**src/rtl/core/ofb_pkg.sv**
```systemverilog
package ofb_pkg;

  localparam int unsigned COLUMNS    = 128;
  localparam int unsigned PAGES      = 8;
  localparam int unsigned STORE_SIZE = COLUMNS * PAGES;
  localparam int unsigned PAGE_LEN   = COLUMNS + 3;

  localparam int unsigned COL_W  = (COLUMNS > 1) ? $clog2(COLUMNS) : 1;
  localparam int unsigned PAGE_W = (PAGES > 1) ? $clog2(PAGES) : 1;
  localparam int unsigned ADDR_W = $clog2(STORE_SIZE);
  localparam int unsigned OFF_W  = $clog2(PAGE_LEN);

  localparam logic [7:0] PAGE_CMD_BASE = 8'hB0;
  localparam logic [7:0] COL_LO_CMD    = 8'h00;
  localparam logic [7:0] COL_HI_CMD    = 8'h10;

  typedef enum logic [1:0] {
    CMD_DRAW    = 2'd0,
    CMD_FILL    = 2'd1,
    CMD_REFRESH = 2'd2
  } cmd_e;

  typedef enum logic [2:0] {
    ST_CLEAR,
    ST_IDLE,
    ST_DRAW,
    ST_EMIT,
    ST_FILL
  } state_e;

  typedef struct packed {
    logic [1:0] cmd;
    logic [7:0] x;
    logic [7:0] y;
    logic       pixel_on;
    logic [7:0] fill_byte;
  } in_item_t;

  typedef struct packed {
    logic [7:0] out_byte;
    logic       is_data;
    logic       frame_end;
  } out_item_t;

  typedef struct packed {
    logic              is_data;
    logic [7:0]        cmd_byte;
    logic [PAGE_W-1:0] page;
    logic [COL_W-1:0]  col;
    logic              frame_end;
  } refr_t;

endpackage

```
**src/rtl/core/ofb_refresh.sv**
```systemverilog
module ofb_refresh (
  input  logic           clk_i,
  input  logic           rst_ni,
  input  logic           step_i,
  output ofb_pkg::refr_t refr_o
);

  logic [ofb_pkg::PAGE_W-1:0] page_q, page_d;
  logic [ofb_pkg::OFF_W-1:0]  off_q, off_d;
  logic                       page_last, off_last;

  assign page_last = (page_q == ofb_pkg::PAGE_W'(ofb_pkg::PAGES - 1));
  assign off_last  = (off_q == ofb_pkg::OFF_W'(ofb_pkg::PAGE_LEN - 1));

  always_comb begin
    page_d = page_q;
    off_d  = off_q;
    if (step_i) begin
      if (off_last) begin
        off_d  = '0;
        page_d = page_last ? '0 : page_q + 1'b1;
      end else begin
        off_d = off_q + 1'b1;
      end
    end
  end

  always_ff @(posedge clk_i or negedge rst_ni) begin
    if (!rst_ni) begin
      page_q <= '0;
      off_q  <= '0;
    end else begin
      page_q <= page_d;
      off_q  <= off_d;
    end
  end

  always_comb begin
    refr_o.page      = page_q;
    refr_o.col       = ofb_pkg::COL_W'(off_q - ofb_pkg::OFF_W'(3));
    refr_o.is_data   = (off_q > ofb_pkg::OFF_W'(2));
    refr_o.frame_end = page_last && off_last;
    case (off_q)
      ofb_pkg::OFF_W'(0): refr_o.cmd_byte = 8'(ofb_pkg::PAGE_CMD_BASE + 8'(page_q));
      ofb_pkg::OFF_W'(1): refr_o.cmd_byte = ofb_pkg::COL_LO_CMD;
      ofb_pkg::OFF_W'(2): refr_o.cmd_byte = ofb_pkg::COL_HI_CMD;
      default:            refr_o.cmd_byte = '0;
    endcase
  end

endmodule

```
**config.mk**
```make
export PLATFORM = sky130hd
export DESIGN_NAME = ofb_refresh
export DESIGN_NICKNAME = d
export VERILOG_FILES = /design/src/rtl/core/ofb_pkg.sv /design/src/rtl/core/ofb_refresh.sv
export SDC_FILE = /design/constraint.sdc
export NUM_CORES = 1
export LEC_CHECK = 0
export ABC_AREA = 1
export BUFFER_PORTS_ARGS = -buffer_cell sky130_fd_sc_hd__buf_2
export CAP_MARGIN = 10
export CORE_UTILIZATION = 45
export CTS_CLUSTER_SIZE = 16
export DETAILED_ROUTE_END_ITERATION = 7
export PLACE_DENSITY = 0.81
export SYNTH_ARGS = -nofsm -noshare
export SYNTH_HDL_FRONTEND = slang
export SYNTH_SLANG_ARGS = --single-unit
```
**constraint.sdc**
```tcl
create_clock -name clk_i -period 1.35 [get_ports clk_i]
set_clock_uncertainty 0.2 [all_clocks]
set_input_delay 0.135 -clock clk_i [delete_from_list [all_inputs] [get_ports clk_i]]
set_output_delay 0.135 -clock clk_i [all_outputs]
set_load 0.05 [all_outputs]
```
==> flow_metrics.py, run 1 <==
metrics = {
    "outcome": {
        "result_of_the_run": "stopped before the end",
        "flow.stopped_at": "global routing",
        "error_line": "[ERROR GRT-0116] Global routing finished with congestion. Check the congestion regions in the DRC Viewer.",
    },
    "clocking": {
        "clock_path_buffers": 2,
        "clock_sinks": 11,
        "inserted_clock_buffers": 3,
        "ctsHtreeMaxLevel": 1,
        "cts-root-buf": "sky130_fd_sc_hd__clkbuf_4",
    },
    "global_route": {
        "grt_use_total_pct": 51.0,
        "overflow": 3,
        "grt_start_max_net_pins": 12,
        "first_global_vias": 1362,
        "grt_pass1_wl_mm": 6.89,
    },
    "floorplan": {
        "die_x_um": 44.4,
        "die_height_um": 44.4,
        "row_count": 14,
        "start_util_pct": 50.7,
        "io-pin-count": 23,
    },
    "logic_synthesis": {
        "synth_largest_type_area_fraction_pct": 34.1,
        "dominant_cells_by_area_after_synthesis": "sky130_fd_sc_hd__dfrtp_1 (34%), sky130_fd_sc_hd__nand2_1 (12%), sky130_fd_sc_hd__ha_1 (7.7%)",
        "ys.flop_type": "sky130_fd_sc_hd__dfrtp_1",
        "netlist.top_cell.by_area": "sky130_fd_sc_hd__dfrtp_1",
        "yosysSeqAreaShare_pct": 34.1,
        "netlist-cell-type-count": 23,
        "yosys_warnings": 0,
        "synth_cell_area_sq_um": 808,
        "syn_area_per_cell_sq_um": 7.28,
        "synth_async_sr_flop_share_pct": 100,
        "synth_cells": 111,
        "synth_edf_count": 0,
        "most_frequently_used_cell_type_in_the_post_synthesis_netlist": "sky130_fd_sc_hd__nand2_1",
        "yosys_register_bits": 11,
        "ys_top_cells_by_count": "sky130_fd_sc_hd__nand2_1 (25), sky130_fd_sc_hd__inv_1 (15), sky130_fd_sc_hd__nor2_1 (12)",
    },
    "place": {
        "globalplace.congestion": 0.766,
        "io_buffers": 20,
        "place_hpwl_mm": 1.70,
    },
}
-- kinds of logic after synthesis --
kind of cell / share of synthesized area, %
other cells: 0.464
xor+xnor: 4.34
flops: 34.1
buf+inv: 14.4
simple gates: 33.7
fa+ha+maj: 7.74
compound gates: 5.26
-- through the flow --
stage               worst slack (ps)  instance area [sq um]  instances
CTS                             -480                   1530        187
detailed placement              -369                   1220        175
global placement                -324                   1220        175
floorplan                       -553                    952        112
-- repair_timing --
| action | in CTS |
|---|---|
| hold buffers | 1 |
| resized for setup | 67 |
| hold endpoints to repair | 11 |
| pin swaps | 17 |
| setup buffers | 7 |
| setup endpoints to repair | 26 |
-- metal layers --
layer | track usage (%) | GRT overflow
met2 | 72.6 | 1
met1 | 48.7 | 0
met5 | 0 | 0
met3 | 22.9 | 0
met4 | 64.2 | 2
==> inputs of run 2 (changes only) <==
Settings changed: CORE_AREA from default to 2 2 63 65, CORE_UTILIZATION 45 to default, CTS_CLUSTER_SIZE 16 to default, DIE_AREA from default to 0 0 65 67, PLACE_DENSITY 0.81 to default, PLACE_DENSITY_LB_ADDON from default to 0.15.
Clock period 1.35 ns to 1.76 ns, I/O delays scaled along.
==> run 2 against run 1 <==
Net effect:
- the flow now finishes, with violations (negative setup slack)
- synthesized cell count unchanged
- area after synthesis unchanged
==> flow_metrics.py, run 2 <==
metrics = {
    "logic_synthesis": {
        "yosys_register_bits": 11,
        "synth_edf_count": 0,
        "netlist.top_cell.by_area": "sky130_fd_sc_hd__dfrtp_1",
        "syn_area_per_cell_sq_um": 7.28,
        "dominant_cells_by_area_after_synthesis": "sky130_fd_sc_hd__dfrtp_1 (34%), sky130_fd_sc_hd__nand2_1 (12%), sky130_fd_sc_hd__ha_1 (7.7%)",
        "main_combinational_cell_family_by_area_after_synthesis": "simple AND/OR/NAND/NOR gates",
        "synth_compound_gate_area_share_pct": 5.26,
        "ys_top_cells_by_count": "sky130_fd_sc_hd__nand2_1 (25), sky130_fd_sc_hd__inv_1 (15), sky130_fd_sc_hd__nor2_1 (12)",
        "synth_async_sr_flop_share_pct": 100,
        "synth_cells": 111,
        "yosys.area_share.adder_pct": 7.74,
        "synth.mux.area_fraction_pct": 0,
        "synthSimpleGateAreaFrac_pct": 33.7,
        "ys.flop_type": "sky130_fd_sc_hd__dfrtp_1",
        "synth_largest_type_area_fraction_pct": 34.1,
        "xor_xnor_cell_area_share_of_the_yosys_netlist_pct": 4.33,
        "yosysSeqAreaShare_pct": 34.1,
        "yosys_warnings": 0,
        "most_frequently_used_cell_type_in_the_post_synthesis_netlist": "sky130_fd_sc_hd__nand2_1",
        "netlist-cell-type-count": 23,
        "synth_cell_area_sq_um": 808,
    },
    "floorplan": {
        "row_count": 22,
        "io-pin-count": 23,
        "die_height_um": 67,
        "core_sq_mm": 0.00361,
        "die_x_um": 65,
        "die_area_sq_mm": 0.00436,
        "start_util_pct": 22.4,
    },
    "sta": {
        "layout_setup_ws_ps": -111,
        "max_clock_freq_ghz": 0.534,
        "fin_setup_tns_ps": -554,
        "finalHoldViolations": 0,
        "share_of_the_clock_period_used_by_the_worst_path_after_layout_pct": 106,
        "timing_max_transition_violations_final": 0,
        "report.final.setup_viol": 10,
        "period_needed_ps": 1870,
        "rsz0062_at_grt": "true",
    },
    "clocking": {
        "clock_path_buffers": 2,
        "ctsHtreeMaxLevel": 1,
        "cts-root-buf": "sky130_fd_sc_hd__clkbuf_8",
        "inserted_clock_buffers": 3,
        "clk-insertion-delay-late_ps": 240,
        "clock_tree_from_tritoncts": "yes",
        "clk_transition_reported_paths_ps": 50,
        "clock_sinks": 11,
    },
    "global_route": {
        "overflow": 0,
        "grt_antenna_before_repair": 0,
        "grt_pass1_wl_mm": 3.51,
        "grt_start_max_net_pins": 12,
        "first_global_vias": 792,
        "grt_use_total_pct": 10.6,
    },
    "worst_setup_path": {
        "slowest_stage": "sky130_fd_sc_hd__dfrtp_1",
        "crit_path_end_kind": "output pin",
        "worstPathCellList": "ha_2 -> inv_2 -> nand2_2 -> nor2_1 -> buf_4 -> xor2_4 -> buf_6",
        "critPathTopFamily": "flip-flops",
        "timing.critical_path.buf_inv": 3,
        "cp.arrival_ps": 1500,
        "critPathKind": "reg2out",
        "timing.critical_path.required_ps": 1380,
        "max_stage_delay_ps": 420,
        "critical_path_peak_fanout": 3,
        "critical_path.startpoint_type": "register",
    },
    "power_and_ir_drop": {
        "power_density_mw_per_mm2": 1430,
        "p_leak_uw": 0.000655,
        "fin_total_pwr_uw": 1960,
        "ir_drop_mv": 0.642,
    },
    "finish": {
        "largest_register": "off_q",
        "design.final.nets": 160,
        "biggestRegsByFlops": "off_q x8, page_q x3",
        "finalCoreUtilization_pct": 38.0,
        "most-common-layout-cells": "sky130_fd_sc_hd__nand2_1 (24), sky130_fd_sc_hd__buf_4 (21), sky130_fd_sc_hd__inv_1 (11)",
        "fillCellCount": 362,
        "area_delta_synth_final_pct": 69.7,
        "fraction_of_final_layout_cells_with_drive_strength_greater_than_1_pct": 51.7,
        "num_antenna_cells": 0,
        "largest_register_ff_count": 8,
        "layout.cells.most_common": "sky130_fd_sc_hd__nand2_1",
    },
    "routing": {
        "ant_nets": 0,
        "totalWireLength_mm": 1.96,
        "drt-pass1-iter-count": 4,
        "wire_per_inst_um": 9.85,
        "route.vias.total": 790,
        "drt-initial-drc-count": 14,
        "vias_per_cell": 3.97,
        "drc": 0,
    },
    "place": {
        "place_hpwl_mm": 1.57,
        "io_buffers": 20,
        "globalplace.congestion": 0.732,
    },
    "outcome": {
        "failed_checks": "negative setup slack",
        "result_of_the_run": "finished, violations left",
    },
    "hold_path": {
        "holdCritPathClass": "in2reg",
    },
    "run": {
        "max_cap_viol_count": 0,
    },
}
==> run 2: cell counts after synthesis <==
No cell type changed its count.
==> run 2: final cells by class <==
class,count,area (sq um),area share (%)
clock buffer,4,45.0,3.28
inverter,20,86.3,6.30
multi-input combinational,76,572,41.7
sequential,11,278,20.3
tap,48,60.1,4.38
timing repair buffer,40,330,24.1
==> run 2: worst register-to-register path: cells and delay by family, from the launching register on <==
kind	cells	cell delay [ps]
flip-flops	1	410
buffers and inverters	4	430
adder cells (fa/ha/maj)	1	210
AND/OR/NAND/NOR	4	220
==> run 2: final timing paths <==
path	startpoint	end	slack, ps	depth (start not counted)
min in group asynchronous	rst_ni	off_q[4]	150	2
hold reg to reg	page_q[2]	page_q[2]	330	2
hold / removal	step_i	off_q[2]	60	2
setup reg to reg	off_q[0]	page_q[1]	180	9
max in group asynchronous	rst_ni	off_q[5]	970	2
setup / recovery	off_q[0]	refr_o[7]	-110	7
==> run 2: through the flow <==
step                worst slack (ps)  instance area [sq um]  instances  hold WS [ps]
floorplan                       -228                    942        112          -320
global placement                38.1                   1170        190          -132
detailed placement              19.1                   1170        190          -126
CTS                             -131                   1350        199          63.7
global route                    -176                   1370        199          78.5
finish                          -111                   1370        199          55.3
==> run 2: cell families (layout without fill, tap and decap cells) <==
| family | Yosys count | in the layout |
|---|---|---|
| other | 1 | 2 |
| buffers and inverters | 25 | 64 |
| AO/OA/AOI/OAI | 8 | 8 |
| AND/OR/NAND/NOR | 57 | 57 |
| flip-flops | 11 | 11 |
| adder cells (fa/ha/maj) | 5 | 5 |
| XOR/XNOR | 4 | 4 |
==> run 2: where the power goes <==
part | switching [uW] | leakage, uW | total [uW] | internal [uW]
clock | 103 | 0.0000228 | 263 | 160
combinational | 805 | 0.000501 | 1340 | 532
sequential | 60.4 | 0.000132 | 363 | 303
total | 969 | 0.000655 | 1960 | 994
==> run 2: routing by layer <==
| metal | track usage (%) | routed length (um) | vias up |
|---|---|---|---|
| li1 | - | - | 416 |
| met1 | 13.7 | 898 | 364 |
| met2 | 17.0 | 994 | 8 |
| met3 | 2.53 | 55 | 2 |
| met4 | 3.99 | 13 | 0 |
| met5 | 0 | 0 | - |
==> run 2: what timing repair did <==
| item | in CTS | in global routing |
|---|---|---|
| resized for setup | 31 | 6 |
| endpoints found under the hold margin | 11 | 0 |
| setup endpoints to repair | 13 | 15 |
| setup buffers | 4 | 1 |
| hold buffers | 1 | 0 |
| pin swaps | 5 | 4 |
(Power assumes the default switching activity.)
